===== src/rtl/core/mrlm_pkg.sv =====
// Shared types, codes and helper functions of the modem response line matcher.
`default_nettype none

package mrlm_pkg;

  // Default sizes
  localparam int LINE_BYTES_DEF  = 128;
  localparam int TOKEN_BYTES_DEF = 8;
  localparam int QUEUE_DEPTH     = 2;

  // Command codes on the input channel
  localparam logic [1:0] CMD_START = 2'd0;
  localparam logic [1:0] CMD_BYTE  = 2'd1;
  localparam logic [1:0] CMD_TICK  = 2'd2;

  // Item kinds after classification
  localparam logic [2:0] KIND_START  = 3'd0;
  localparam logic [2:0] KIND_TICK   = 3'd1;
  localparam logic [2:0] KIND_PROMPT = 3'd2;
  localparam logic [2:0] KIND_EOL    = 3'd3;
  localparam logic [2:0] KIND_CHAR   = 3'd4;

  // Verdict codes
  localparam logic [1:0] VERDICT_SUCCESS = 2'd0;
  localparam logic [1:0] VERDICT_FAILURE = 2'd1;
  localparam logic [1:0] VERDICT_TIMEOUT = 2'd2;

  // Configuration register indexes
  localparam int CFG_IDX_W = 3;
  localparam logic [CFG_IDX_W-1:0] CFG_TOKEN_TEXT   = 3'd0;
  localparam logic [CFG_IDX_W-1:0] CFG_TOKEN_LENGTH = 3'd1;
  localparam logic [CFG_IDX_W-1:0] CFG_EXACT_MODE   = 3'd2;
  localparam logic [CFG_IDX_W-1:0] CFG_PROMPT_CODE  = 3'd3;
  localparam logic [CFG_IDX_W-1:0] CFG_CLOSED_FAIL  = 3'd4;
  localparam logic [CFG_IDX_W-1:0] CFG_TIMEOUT      = 3'd5;

  // Characters and fixed words (first character in the low byte)
  localparam logic [7:0]  CHAR_CR    = 8'h0D;
  localparam logic [7:0]  CHAR_LF    = 8'h0A;
  localparam logic [31:0] PAT_FAIL   = 32'h4C49_4146;
  localparam logic [39:0] PAT_ERROR  = 40'h52_4F52_5245;
  localparam logic [47:0] PAT_CLOSED = 48'h4445_534F_4C43;

  // Configuration registers
  typedef struct packed {
    logic [63:0] token_text;
    logic [3:0]  token_length;
    logic        exact_mode;
    logic [7:0]  prompt_code;
    logic        closed_is_failure;
    logic [23:0] tick_timeout;
  } cfg_t;

  // Classified item passed from front to back
  typedef struct packed {
    logic [2:0] kind;
    logic [7:0] ch;
  } item_t;

  // Usable token length: clamped, then cut at the first zero byte
  function automatic logic [3:0] token_len_eff(input logic [63:0] text,
                                               input logic [3:0] len,
                                               input logic [3:0] max_len);
    logic [3:0] k;
    logic [3:0] res;
    logic       found;
    k     = (len > max_len) ? max_len : len;
    res   = k;
    found = 1'b0;
    for (int i = 0; i < 8; i++) begin
      if (!found && (4'(i) < k) && (text[8*i +: 8] == 8'h00)) begin
        res   = 4'(i);
        found = 1'b1;
      end
    end
    return res;
  endfunction

  // Last k bytes of the window equal the first k token bytes (k in 1..8)
  function automatic logic suffix_eq(input logic [63:0] win,
                                     input logic [63:0] text,
                                     input logic [3:0] k);
    logic [63:0] mask;
    logic [6:0]  sh;
    for (int i = 0; i < 8; i++) begin
      mask[8*i +: 8] = (4'(i) < k) ? 8'hFF : 8'h00;
    end
    sh = 7'(4'd8 - k) << 3;
    return (win >> sh) == (text & mask);
  endfunction

endpackage

`default_nettype wire


===== src/rtl/core/mrlm_front.sv =====
// Front end: decodes input items, uppercases bytes and drops ignored items.
`default_nettype none

module mrlm_front
  import mrlm_pkg::*;
(
  input  wire logic [1:0] cmd,
  input  wire logic [7:0] rx_byte,
  input  wire logic [7:0] prompt_code,
  output logic            keep,
  output item_t           item
);

  // Classify one item; prompt and CR are checked on the raw byte
  always_comb begin
    keep      = 1'b1;
    item.kind = KIND_CHAR;
    item.ch   = rx_byte;
    case (cmd)
      CMD_START: item.kind = KIND_START;
      CMD_TICK:  item.kind = KIND_TICK;
      CMD_BYTE: begin
        if ((prompt_code != 8'h00) && (rx_byte == prompt_code)) begin
          item.kind = KIND_PROMPT;
        end else if (rx_byte == CHAR_CR) begin
          keep = 1'b0;
        end else if (rx_byte == CHAR_LF) begin
          item.kind = KIND_EOL;
        end else if (rx_byte inside {[8'h61:8'h7A]}) begin
          item.ch = rx_byte - 8'h20;
        end
      end
      default: keep = 1'b0;
    endcase
  end

endmodule

`default_nettype wire


===== src/rtl/core/mrlm_queue.sv =====
// Short item queue between the front end and the matcher.
`default_nettype none

module mrlm_queue
  import mrlm_pkg::*;
#(
  parameter int DEPTH = QUEUE_DEPTH
) (
  input  wire logic  clk,
  input  wire logic  rst_n,
  input  wire logic  push_valid,
  output logic       push_ready,
  input  wire item_t push_item,
  output logic       pop_valid,
  input  wire logic  pop_ready,
  output item_t      pop_item
);

  localparam int PW = (DEPTH > 1) ? $clog2(DEPTH) : 1;
  localparam int CW = $clog2(DEPTH + 1);

  item_t         mem_r [DEPTH];
  logic [PW-1:0] wr_ptr_r, wr_ptr_nxt;
  logic [PW-1:0] rd_ptr_r, rd_ptr_nxt;
  logic [CW-1:0] count_r, count_nxt;
  logic          do_push, do_pop;

  assign push_ready = (count_r != CW'(DEPTH));
  assign pop_valid  = (count_r != '0);
  assign pop_item   = mem_r[rd_ptr_r];
  assign do_push    = push_valid && push_ready;
  assign do_pop     = pop_valid && pop_ready;

  // Pointer and fill count update
  always_comb begin
    wr_ptr_nxt = wr_ptr_r;
    rd_ptr_nxt = rd_ptr_r;
    count_nxt  = count_r;
    if (do_push) begin
      wr_ptr_nxt = (wr_ptr_r == PW'(DEPTH - 1)) ? '0 : wr_ptr_r + 1'b1;
    end
    if (do_pop) begin
      rd_ptr_nxt = (rd_ptr_r == PW'(DEPTH - 1)) ? '0 : rd_ptr_r + 1'b1;
    end
    if (do_push && !do_pop) begin
      count_nxt = count_r + 1'b1;
    end else if (do_pop && !do_push) begin
      count_nxt = count_r - 1'b1;
    end
  end

  always_ff @(posedge clk) begin
    if (!rst_n) begin
      wr_ptr_r <= '0;
      rd_ptr_r <= '0;
      count_r  <= '0;
    end else begin
      wr_ptr_r <= wr_ptr_nxt;
      rd_ptr_r <= rd_ptr_nxt;
      count_r  <= count_nxt;
    end
  end

  // Entry storage
  always_ff @(posedge clk) begin
    if (do_push) begin
      mem_r[wr_ptr_r] <= push_item;
    end
  end

endmodule

`default_nettype wire


===== src/rtl/core/mrlm_back.sv =====
// Back end: wait state, line window, word detection and verdict register.
`default_nettype none

module mrlm_back
  import mrlm_pkg::*;
#(
  parameter int LINE_BYTES  = LINE_BYTES_DEF,
  parameter int TOKEN_BYTES = TOKEN_BYTES_DEF
) (
  input  wire logic  clk,
  input  wire logic  rst_n,
  input  wire cfg_t  cfg,
  input  wire logic  pop_valid,
  output logic       pop_ready,
  input  wire item_t pop_item,
  output logic       out_valid,
  input  wire logic  out_ready,
  output logic [1:0] out_verdict
);

  localparam int LC_W = $clog2(LINE_BYTES);
  localparam int CMP_W = (LC_W > 4) ? LC_W : 4;

  logic            waiting_r, waiting_nxt;
  logic [23:0]     elapsed_r, elapsed_nxt;
  logic [LC_W-1:0] line_count_r, line_count_nxt;
  logic [LC_W-1:0] cmp_len_r, cmp_len_nxt;
  logic            text_ended_r, text_ended_nxt;
  logic [63:0]     recent_r, recent_nxt;
  logic            seen_fe_r, seen_fe_nxt;
  logic            seen_closed_r, seen_closed_nxt;
  logic            seen_token_r, seen_token_nxt;
  logic            out_valid_r, out_valid_nxt;
  logic [1:0]      out_verdict_r, out_verdict_nxt;

  logic            take;
  logic            res_valid;
  logic [1:0]      res_verdict;
  logic [3:0]      tok_k;
  logic [23:0]     el_inc;
  logic [63:0]     win;
  logic [LC_W-1:0] line_len;
  logic            exact_hit;
  logic            hit;
  logic [LC_W:0]   n_chars;

  assign pop_ready   = !out_valid_r || out_ready;
  assign take        = pop_valid && pop_ready;
  assign out_valid   = out_valid_r;
  assign out_verdict = out_verdict_r;

  assign tok_k   = token_len_eff(cfg.token_text, cfg.token_length, 4'(TOKEN_BYTES));
  assign el_inc  = (elapsed_r == '1) ? elapsed_r : elapsed_r + 24'd1;
  assign win     = {pop_item.ch, recent_r[63:8]};
  assign n_chars = {1'b0, line_count_r} + 1'b1;

  // End-of-line judgment of the success token
  assign line_len  = text_ended_r ? cmp_len_r : line_count_r;
  assign exact_hit = (CMP_W'(line_len) == CMP_W'(tok_k)) &&
                     ((tok_k == 4'd0) || suffix_eq(recent_r, cfg.token_text, tok_k));
  assign hit       = cfg.exact_mode ? exact_hit : ((tok_k == 4'd0) || seen_token_r);

  // Per-item state update
  always_comb begin
    waiting_nxt     = waiting_r;
    elapsed_nxt     = elapsed_r;
    line_count_nxt  = line_count_r;
    cmp_len_nxt     = cmp_len_r;
    text_ended_nxt  = text_ended_r;
    recent_nxt      = recent_r;
    seen_fe_nxt     = seen_fe_r;
    seen_closed_nxt = seen_closed_r;
    seen_token_nxt  = seen_token_r;
    res_valid       = 1'b0;
    res_verdict     = VERDICT_SUCCESS;

    if (take) begin
      if (pop_item.kind == KIND_START) begin
        waiting_nxt     = 1'b1;
        elapsed_nxt     = '0;
        line_count_nxt  = '0;
        cmp_len_nxt     = '0;
        text_ended_nxt  = 1'b0;
        recent_nxt      = '0;
        seen_fe_nxt     = 1'b0;
        seen_closed_nxt = 1'b0;
        seen_token_nxt  = 1'b0;
        if (cfg.tick_timeout == '0) begin
          res_valid   = 1'b1;
          res_verdict = VERDICT_TIMEOUT;
        end
      end else if (waiting_r) begin
        case (pop_item.kind)
          KIND_TICK: begin
            elapsed_nxt = el_inc;
            if (el_inc >= cfg.tick_timeout) begin
              res_valid   = 1'b1;
              res_verdict = VERDICT_TIMEOUT;
            end
          end
          KIND_PROMPT: begin
            res_valid   = 1'b1;
            res_verdict = VERDICT_SUCCESS;
          end
          KIND_EOL: begin
            if (line_count_r != '0) begin
              if (seen_fe_r || (cfg.closed_is_failure && seen_closed_r)) begin
                res_valid   = 1'b1;
                res_verdict = VERDICT_FAILURE;
              end else if ((cfg.token_length != 4'd0) && hit) begin
                res_valid   = 1'b1;
                res_verdict = VERDICT_SUCCESS;
              end else begin
                line_count_nxt  = '0;
                cmp_len_nxt     = '0;
                text_ended_nxt  = 1'b0;
                recent_nxt      = '0;
                seen_fe_nxt     = 1'b0;
                seen_closed_nxt = 1'b0;
                seen_token_nxt  = 1'b0;
              end
            end
          end
          KIND_CHAR: begin
            if (line_count_r < LC_W'(LINE_BYTES - 1)) begin
              line_count_nxt = line_count_r + 1'b1;
              if (!text_ended_r) begin
                if (pop_item.ch == 8'h00) begin
                  text_ended_nxt = 1'b1;
                  cmp_len_nxt    = line_count_r;
                end else begin
                  recent_nxt = win;
                  if ((win[63:32] == PAT_FAIL) || (win[63:24] == PAT_ERROR)) begin
                    seen_fe_nxt = 1'b1;
                  end
                  if (win[63:16] == PAT_CLOSED) begin
                    seen_closed_nxt = 1'b1;
                  end
                  if ((tok_k != 4'd0) && (n_chars >= (LC_W + 1)'(tok_k)) &&
                      suffix_eq(win, cfg.token_text, tok_k)) begin
                    seen_token_nxt = 1'b1;
                  end
                end
              end
            end
          end
          default: ;
        endcase
      end
      if (res_valid) begin
        waiting_nxt = 1'b0;
      end
    end
  end

  // Output register
  always_comb begin
    out_valid_nxt   = out_valid_r;
    out_verdict_nxt = out_verdict_r;
    if (out_valid_r && out_ready) begin
      out_valid_nxt = 1'b0;
    end
    if (res_valid) begin
      out_valid_nxt   = 1'b1;
      out_verdict_nxt = res_verdict;
    end
  end

  always_ff @(posedge clk) begin
    if (!rst_n) begin
      waiting_r     <= 1'b0;
      elapsed_r     <= '0;
      line_count_r  <= '0;
      cmp_len_r     <= '0;
      text_ended_r  <= 1'b0;
      recent_r      <= '0;
      seen_fe_r     <= 1'b0;
      seen_closed_r <= 1'b0;
      seen_token_r  <= 1'b0;
      out_valid_r   <= 1'b0;
    end else begin
      waiting_r     <= waiting_nxt;
      elapsed_r     <= elapsed_nxt;
      line_count_r  <= line_count_nxt;
      cmp_len_r     <= cmp_len_nxt;
      text_ended_r  <= text_ended_nxt;
      recent_r      <= recent_nxt;
      seen_fe_r     <= seen_fe_nxt;
      seen_closed_r <= seen_closed_nxt;
      seen_token_r  <= seen_token_nxt;
      out_valid_r   <= out_valid_nxt;
    end
  end

  // Verdict payload
  always_ff @(posedge clk) begin
    out_verdict_r <= out_verdict_nxt;
  end

endmodule

`default_nettype wire


===== src/rtl/core/modem_response_line_matcher.sv =====
// A verdict is registered in the output register once its item has left the queue.
// Throughput: one item per cycle unless a stalled receiver leaves a verdict waiting.
// A two-entry queue separates input decode from the matcher, so a stalled output
// holds back input only once the queue and the output register are full.
// Reset (rst_n low, synchronous) clears configuration, queue, wait state and output.
`default_nettype none

module modem_response_line_matcher
  import mrlm_pkg::*;
#(
  parameter int LINE_BYTES  = LINE_BYTES_DEF,
  parameter int TOKEN_BYTES = TOKEN_BYTES_DEF
) (
  input  wire logic                 clk,
  input  wire logic                 rst_n,
  input  wire logic                 in_tvalid,
  output logic                      in_tready,
  input  wire logic [7:0]           in_tdata,   // [7:0] rx_byte
  input  wire logic [1:0]           in_tuser,   // [1:0] cmd
  output logic                      out_tvalid,
  input  wire logic                 out_tready,
  output logic [7:0]                out_tdata,  // [1:0] verdict, rest zero
  input  wire logic                 cfg_valid,
  output logic                      cfg_ready,
  input  wire logic [CFG_IDX_W-1:0] cfg_index,
  input  wire logic [63:0]          cfg_data
);

  cfg_t       cfg_r;
  logic       keep;
  item_t      front_item;
  logic       push_ready;
  logic       pop_valid;
  logic       pop_ready;
  item_t      pop_item;
  logic [1:0] verdict;

  // Configuration registers
  assign cfg_ready = 1'b1;

  always_ff @(posedge clk) begin
    if (!rst_n) begin
      cfg_r <= '0;
    end else if (cfg_valid) begin
      case (cfg_index)
        CFG_TOKEN_TEXT:   cfg_r.token_text        <= cfg_data;
        CFG_TOKEN_LENGTH: cfg_r.token_length      <= cfg_data[3:0];
        CFG_EXACT_MODE:   cfg_r.exact_mode        <= cfg_data[0];
        CFG_PROMPT_CODE:  cfg_r.prompt_code       <= cfg_data[7:0];
        CFG_CLOSED_FAIL:  cfg_r.closed_is_failure <= cfg_data[0];
        CFG_TIMEOUT:      cfg_r.tick_timeout      <= cfg_data[23:0];
        default: ;
      endcase
    end
  end

  // Input decode
  mrlm_front u_front (
    .cmd         (in_tuser),
    .rx_byte     (in_tdata),
    .prompt_code (cfg_r.prompt_code),
    .keep        (keep),
    .item        (front_item)
  );

  assign in_tready = push_ready;

  mrlm_queue #(
    .DEPTH (QUEUE_DEPTH)
  ) u_queue (
    .clk        (clk),
    .rst_n      (rst_n),
    .push_valid (in_tvalid && keep),
    .push_ready (push_ready),
    .push_item  (front_item),
    .pop_valid  (pop_valid),
    .pop_ready  (pop_ready),
    .pop_item   (pop_item)
  );

  // Line matcher and verdict register
  mrlm_back #(
    .LINE_BYTES  (LINE_BYTES),
    .TOKEN_BYTES (TOKEN_BYTES)
  ) u_back (
    .clk         (clk),
    .rst_n       (rst_n),
    .cfg         (cfg_r),
    .pop_valid   (pop_valid),
    .pop_ready   (pop_ready),
    .pop_item    (pop_item),
    .out_valid   (out_tvalid),
    .out_ready   (out_tready),
    .out_verdict (verdict)
  );

  assign out_tdata = {6'b0, verdict};

endmodule

`default_nettype wire


===== config.mk =====
export PLATFORM = sky130hd
export DESIGN_NAME = modem_response_line_matcher
export DESIGN_NICKNAME = d
export VERILOG_FILES = /design/src/rtl/core/mrlm_pkg.sv /design/src/rtl/core/mrlm_front.sv /design/src/rtl/core/mrlm_queue.sv /design/src/rtl/core/mrlm_back.sv /design/src/rtl/core/modem_response_line_matcher.sv
export SDC_FILE = /design/constraint.sdc
export NUM_CORES = 1
export LEC_CHECK = 0
export ABC_AREA = 1
export BUFFER_PORTS_ARGS = -buffer_cell sky130_fd_sc_hd__buf_2
export CORE_MARGIN = 8
export CORE_UTILIZATION = 50
export CTS_BUF_LIST = sky130_fd_sc_hd__clkbuf_16
export CTS_CLUSTER_DIAMETER = 60
export CTS_CLUSTER_SIZE = 12
export DETAILED_ROUTE_END_ITERATION = 7
export GPL_TIMING_DRIVEN = 0
export PLACE_DENSITY = 0.67
export SLEW_MARGIN = 30
export SYNTH_ARGS = -nofsm -noshare
export SYNTH_HDL_FRONTEND = slang
export SYNTH_SLANG_ARGS = --single-unit
export TNS_END_PERCENT = 5

===== constraint.sdc =====
create_clock -name clk -period 9.35 [get_ports clk]
set_input_delay 0.4675 -clock clk [delete_from_list [all_inputs] [get_ports clk]]
set_output_delay 0.4675 -clock clk [all_outputs]
set_load 0.1 [all_outputs]

==> impl_metrics.py, run 1 <==
metrics = {
    "status": {
        "status": "complete, but fails checks",
        "violations": "design-rule violations",
    },
    "logic_synthesis": {
        "ys.flop_type": "dfxtp_1",
        "synth_compound_area_frac": 0.157,
        "synth-edff-count": 24,
        "synth_seq_cells": 239,
        "synth.avg_cell_area_sq_um": 6.13,
        "synth_top_family_by_area": "simple AND/OR/NAND/NOR gates",
        "synth_xor_xnor_area_share": 0.0249,
        "netlist_area_sq_um": 16500,
        "yosysWarnings": 0,
        "synthAdderAreaFrac": 0.0265,
        "syn_inst": 2697,
        "ys_seq_area_frac": 0.304,
        "synthMuxAreaShare": 0.00121,
        "async_flop_share": 0,
        "synth_cell_types": 58,
        "synth_simple_gate_area_share": 0.372,
    },
    "min_path": {
        "hold_path_class": "input pin to flip-flop",
        "min_path_cells": 1,
    },
    "timing": {
        "max_slew_margin": 0.334,
        "report.final.hold_viol_count": 0,
        "fin_setup_tns_ps": 0,
        "tightest_slew_ps": 989,
        "rsz0062_at_grt": "no",
        "fmax_ghz": 0.124,
        "drv_slew": 0,
        "finalCriticalPeriod_ps": 8080,
        "skew_ps": 19.0,
        "layout_worst_path_cycle_share": 0.864,
        "final-setup-viol-count": 0,
    },
    "pwr": {
        "p_sw_w": 0.00214,
        "power.share.combinational": 0.516,
        "swShare": 0.503,
        "p_int_w": 0.00211,
        "clockPowerShare": 0.222,
        "p_leak_nw": 8.04,
        "powerDensity_nw_per_um2": 233,
        "power_frac_seq": 0.261,
        "report.power.total_w": 0.00426,
        "peakVddDrop_uv": 260,
    },
    "floorplan": {
        "fp.dieArea_sq_um": 39200,
        "die_w_microns": 198,
        "start_util": 0.508,
        "core_area_sq_um": 32500,
        "fp-row-count": 66,
        "die_y_microns": 198,
        "pin_count": 93,
    },
    "route": {
        "drt_wl_total_microns": 73500,
        "drt_iter0_drc": 2629,
        "ant_nets": 0,
        "vias": 19534,
        "met1_length_microns": 28600,
        "routed.top_layer": "met4",
        "met2_length_microns": 32600,
        "vias_per_cell": 5.98,
        "wl_met3_microns": 7820,
        "drcViolationCount": 20,
        "wl_per_cell_microns": 22.5,
        "drtPass1Iterations": 8,
    },
    "worst_setup_path": {
        "path_depth": 35,
        "arrival_ps": 8570,
        "slowest_stage": "buf_1",
        "required_ps": 9840,
        "reg2regPathDepth": 35,
        "critPathMaxStageDelay_ps": 620,
        "path_class": "flip-flop to flip-flop",
        "endpoint_kind": "flip-flop",
        "cp_max_fo": 11,
        "path_buf_inv": 12,
        "crit_family": "buffers and inverters",
        "crit_path_start_kind": "flip-flop",
        "crit_top_cell": "nand2_1",
    },
    "clocking": {
        "clkTransAtPathRegs_ps": 70,
        "cts_root_buf": "clkbuf_16",
        "h-tree-depth": 1,
        "cts_buffers": 26,
        "cts_buffer_depth": 3,
        "insertion_delay_ps": 580,
        "clock-sinks": 239,
        "post_cts_resized": 0,
        "cts_setup_buffers": 0,
        "cts_hold_buf": 0,
        "cts_tree": "done",
    },
    "global_route": {
        "grt_pass1_vias": 18341,
        "track_usage": 0.366,
        "grt_overflow_total": 0,
        "grt_pass1_wl_microns": 109000,
        "antenna_found_initial": 0,
        "grt_max_degree": 15,
    },
    "final_layout": {
        "nNetsFinal": 2931,
        "regArea_sq_um": 5020,
        "layout_common_cells": "738 x nand2_1, 318 x inv_1, 271 x nand3_1, 253 x nor2_1, 232 x a21oi_1",
        "layout.cells.non_filler": 3269,
        "syn_to_final_growth_pct": 10.6,
        "fill_cells": 3303,
        "multiInputGateArea_sq_um": 9650,
        "drive_gt1_frac": 0.0782,
        "antennaDiodeCount": 0,
        "final_common_cell": "nand2_1",
    },
    "place": {
        "dp_hpwl_microns": 59200,
        "port_buffers": 84,
        "gp_congestion": 1.05,
        "placed_cells": 3228,
    },
    "flow_run": {
        "drv_cap": 0,
    },
}
## registers in the layout, summed over array words and instances, names as in the netlist, named ones only
| name | count |
|---|---|
| u_back.seen_closed_r | 1 |
| u_back.out_valid | 1 |
| cfg_r | 102 |
| u_back.out_verdict | 2 |
| u_back.seen_fe_r | 1 |
| u_back.recent_r | 64 |
| u_back.cmp_len_r | 7 |
| u_back.seen_token_r | 1 |
| u_back.elapsed_r | 24 |
| u_back.text_ended_r | 1 |
| u_back.line_count_r | 7 |
| u_back.waiting_r | 1 |
| u_queue.count_r | 2 |
| u_queue.wr_ptr_r | 1 |
| u_queue.rd_ptr_r | 1 |
| u_queue.mem_r | 22 |
## synthesized netlist by cell type (9+ instances only)
library cell  instances  share of area
a21oi_1             232          0.070
buf_1                18         0.0041
buf_2                37          0.011
buf_4                19         0.0086
clkbuf_1             58          0.013
dfxtp_1             215           0.26
edfxtp_1             24          0.044
ha_1                 35          0.026
inv_1               308          0.070
inv_2                10         0.0023
nand2_1             738           0.17
nand3_1             271          0.082
nand4_1              58          0.022
nor2_1              255          0.058
nor3_1               33          0.010
nor4_1               26         0.0098
o211ai_1             14         0.0064
o21ai_0             163          0.049
o21ai_1              25         0.0076
o22ai_1              10         0.0038
xnor2_1               9         0.0048
xor2_1               38          0.020
## layer usage
| layer | up-vias | track usage |
|---|---|---|
| met3 | 275 | 0.0723 |
| met4 | 0 | 0.193 |
| met5 | - | 0 |
| li1 | 9062 | - |
| met2 | 1244 | 0.590 |
| met1 | 8953 | 0.457 |
## worst reg2reg max path, delay by kind of cell, from the launching register on
kind            cells  cell delay, ps
compound gates      2             390
fa+ha+maj           1             290
buf+inv            12            3420
flops               1             460
simple gates       20            3420
## through the flow
stage               setup slack [ps]  hold slack [ps]  cell area [sq um]  utilization
floorplan                       4380              426              16600            -
global placement                1870              434              17500        0.539
detailed placement              1800              449              17500        0.539
CTS                             1730              136              18300        0.562
global route                     940              165              18300        0.562
finish                          1270              153              18300        0.562
## cells by family (layout without fill, tap and decap cells)
family / count (synthesis) / count (layout)
compound gates: 484 / 484
fa+ha+maj: 35 / 35
flops: 239 / 239
xor+xnor: 47 / 47
buf+inv: 459 / 584
mux: 2 / 2
other cells: 2 / 7
simple gates: 1429 / 1429
## path summary, 6_finish.rpt
path	to	slack (ps)	startpoint
max reg2reg	u_back.recent_r[46]	1270	cfg_r[37]
max	u_back.recent_r[46]	1270	cfg_r[37]
min reg2reg	u_queue.rd_ptr_r	460	u_queue.rd_ptr_r
min	u_queue.mem_r[1][0]	150	in_tdata[0]
## power by group through the flow
stage | Combinational (W) | Clock [W] | Sequential (W)
3_5_place_dp | 0.00208 | 0 | 0.00113
4_1_cts | 0.00209 | 0.000949 | 0.00111
3_3_place_gp | 0.00208 | 0 | 0.00113
5_1_grt | 0.00230 | 0.000988 | 0.00112
6_report | 0.00220 | 0.000947 | 0.00111
2_1_floorplan | 0.00128 | 0 | 0.00113
## area by class of cell
cell class / instances / area share
buffer: 138 / 0.0374
clock buffer: 26 / 0.0356
clock inverter: 15 / 0.00568
inverter: 321 / 0.0659
multi-input combinational: 2004 / 0.528
sequential: 239 / 0.275
tap: 442 / 0.0302
timing repair buffer: 84 / 0.0230
Power figures use the tool's default switching activity.
==> inputs of run 2 (changes only) <==
- CORE_ASPECT_RATIO: default -> 0.9
==> impl_metrics.py, run 2 (same netlist as run 1, synthesis figures left out) <==
metrics = {
    "clocking": {
        "clock-sinks": 239,
        "cts_hold_buf": 0,
        "cts_buffers": 25,
        "h-tree-depth": 1,
        "clkTransAtPathRegs_ps": 60,
        "cts_buffer_depth": 3,
        "cts_tree": "done",
        "cts_root_buf": "clkbuf_16",
        "insertion_delay_ps": 570,
        "post_cts_resized": 0,
        "cts_setup_buffers": 0,
    },
    "final_layout": {
        "drive_gt1_frac": 0.0775,
        "fill_cells": 3199,
        "layout_common_cells": "738 x nand2_1, 314 x inv_1, 271 x nand3_1, 254 x nor2_1, 232 x a21oi_1",
        "top_register": "cfg_r",
        "antennaDiodeCount": 0,
        "largest_registers": "cfg_r x102, u_back.recent_r x64, u_back.elapsed_r x24",
        "syn_to_final_growth_pct": 10.2,
        "final_common_cell": "nand2_1",
        "largest_register_ff_count": 102,
        "nNetsFinal": 2930,
    },
    "worst_setup_path": {
        "slowest_stage": "buf_1",
        "required_ps": 9820,
        "crit_path_start_kind": "flip-flop",
        "critPathMaxStageDelay_ps": 670,
        "r2r-start": "cfg_r[37]",
        "r2r-end": "u_back.recent_r[51]",
        "cp_max_fo": 11,
        "crit_top_cell": "nand2_1",
        "path_class": "flip-flop to flip-flop",
        "r2r_setup_slack_ps": 1220,
        "endpoint_kind": "flip-flop",
        "reg2regPathDepth": 35,
        "arrival_ps": 8590,
    },
    "global_route": {
        "grt_overflow_total": 0,
        "antenna_found_initial": 0,
        "gr-max-usage-layer": "met2",
        "track_usage": 0.377,
        "grt_pass1_vias": 18669,
        "grt_max_degree": 14,
        "grt_util_met2": 0.585,
        "grtUsageMet3": 0.111,
        "grt_pass1_wl_microns": 113000,
        "met1_usage": 0.475,
    },
    "route": {
        "ant_nets": 0,
        "wl_per_cell_microns": 23.8,
        "drtPass1Iterations": 6,
        "drcViolationCount": 0,
        "drt_wl_total_microns": 77300,
        "vias": 20060,
        "vias_per_cell": 6.18,
        "drt_iter0_drc": 3188,
    },
    "floorplan": {
        "fp.dieArea_sq_um": 39200,
        "die_w_microns": 208,
        "start_util": 0.504,
        "fp-row-count": 63,
        "die_y_microns": 189,
        "pin_count": 93,
        "core_area_sq_um": 32800,
    },
    "pwr": {
        "powerDensity_nw_per_um2": 232,
        "peakVddDrop_uv": 232,
        "swShare": 0.506,
        "p_sw_w": 0.00214,
        "power_frac_seq": 0.263,
        "p_int_w": 0.00209,
        "power.share.combinational": 0.521,
        "p_leak_nw": 8.00,
        "clockPowerShare": 0.216,
    },
    "timing": {
        "final-setup-viol-count": 0,
        "fmax_ghz": 0.123,
        "hold_slack_ps": 145,
        "fin_setup_tns_ps": 0,
        "layout_worst_path_cycle_share": 0.869,
        "tightest_slew_ps": 1020,
        "drv_slew": 0,
        "max_slew_margin": 0.323,
        "rsz0062_at_grt": "no",
        "skew_ps": 24.8,
        "report.final.hold_viol_count": 0,
        "finalCriticalPeriod_ps": 8130,
    },
    "place": {
        "port_buffers": 84,
        "gp_congestion": 1.07,
        "dp_hpwl_microns": 61900,
    },
    "min_path": {
        "hold_path_class": "input pin to flip-flop",
        "holdPathEnd": "cfg_r[63]",
        "min_path_cells": 3,
        "min_from": "cfg_data[25]",
    },
    "status": {
        "status": "finished clean",
    },
    "flow_run": {
        "drv_cap": 0,
    },
}
==> run 2: layout make-up <==
cell class / count / area [sq um] / share of cell area
Sequential cell: 239 / 5020 / 0.276
Timing Repair Buffer: 84 / 420 / 0.0231
Clock inverter: 13 / 78.8 / 0.00433
Tap cell: 422 / 528 / 0.0290
Buffer: 138 / 684 / 0.0376
Multi-Input combinational cell: 2004 / 9650 / 0.530
Clock buffer: 25 / 626 / 0.0343
Inverter: 321 / 1200 / 0.0661
==> run 2: worst max-delay path by stage <==
| stage | depth (start not counted) | from | end |
|---|---|---|---|
| after floorplan | 42 | cfg_r[36] | u_back.recent_r[25] |
| after global placement | 36 | cfg_r[37] | u_back.recent_r[54] |
| after detailed placement | 35 | cfg_r[37] | u_back.recent_r[51] |
| after CTS | 35 | cfg_r[37] | u_back.recent_r[51] |
| after global routing | 35 | cfg_r[37] | u_back.recent_r[51] |
| final | 35 | cfg_r[37] | u_back.recent_r[51] |
==> run 2: power by group through the flow <==
stage / sequential, W / combinational, W / clock, W
finish: 0.00112 / 0.00220 / 0.000915
global route: 0.00112 / 0.00230 / 0.000952
CTS: 0.00111 / 0.00209 / 0.000915
detailed placement: 0.00113 / 0.00208 / 0
global placement: 0.00113 / 0.00208 / 0
floorplan: 0.00113 / 0.00128 / 0
==> run 2: per-layer routing <==
metal | routed length [microns] | share of wire | vias to the layer above
met5 | 0 | 0 | -
met4 | 4400 | 0.057 | 0
met3 | 10200 | 0.13 | 269
met2 | 32800 | 0.42 | 1412
met1 | 29900 | 0.39 | 9336
li1 | - | - | 9043
==> run 2: through the flow <==
| step | util | cells | power, W | instance area, sq um | worst slack (ps) |
|---|---|---|---|---|---|
| after floorplan | - | 2702 | 0.00241 | 16600 | 4380 |
| final | 0.556 | 3246 | 0.00424 | 18200 | 1220 |
| after detailed placement | 0.534 | 3208 | 0.00322 | 17500 | 1680 |
| after CTS | 0.556 | 3246 | 0.00412 | 18200 | 1620 |
| after global routing | 0.556 | 3246 | 0.00437 | 18200 | 1050 |
| after global placement | 0.534 | 3208 | 0.00321 | 17500 | 1800 |
==> run 2: critical path: cells and delay by family (launching register included) <==
family                   cells  cell delay [ps]
flip-flops                   1              470
AO/OA/AOI/OAI                2              370
AND/OR/NAND/NOR             20             3290
adder cells (fa/ha/maj)      1              280
buffers and inverters       12             3580
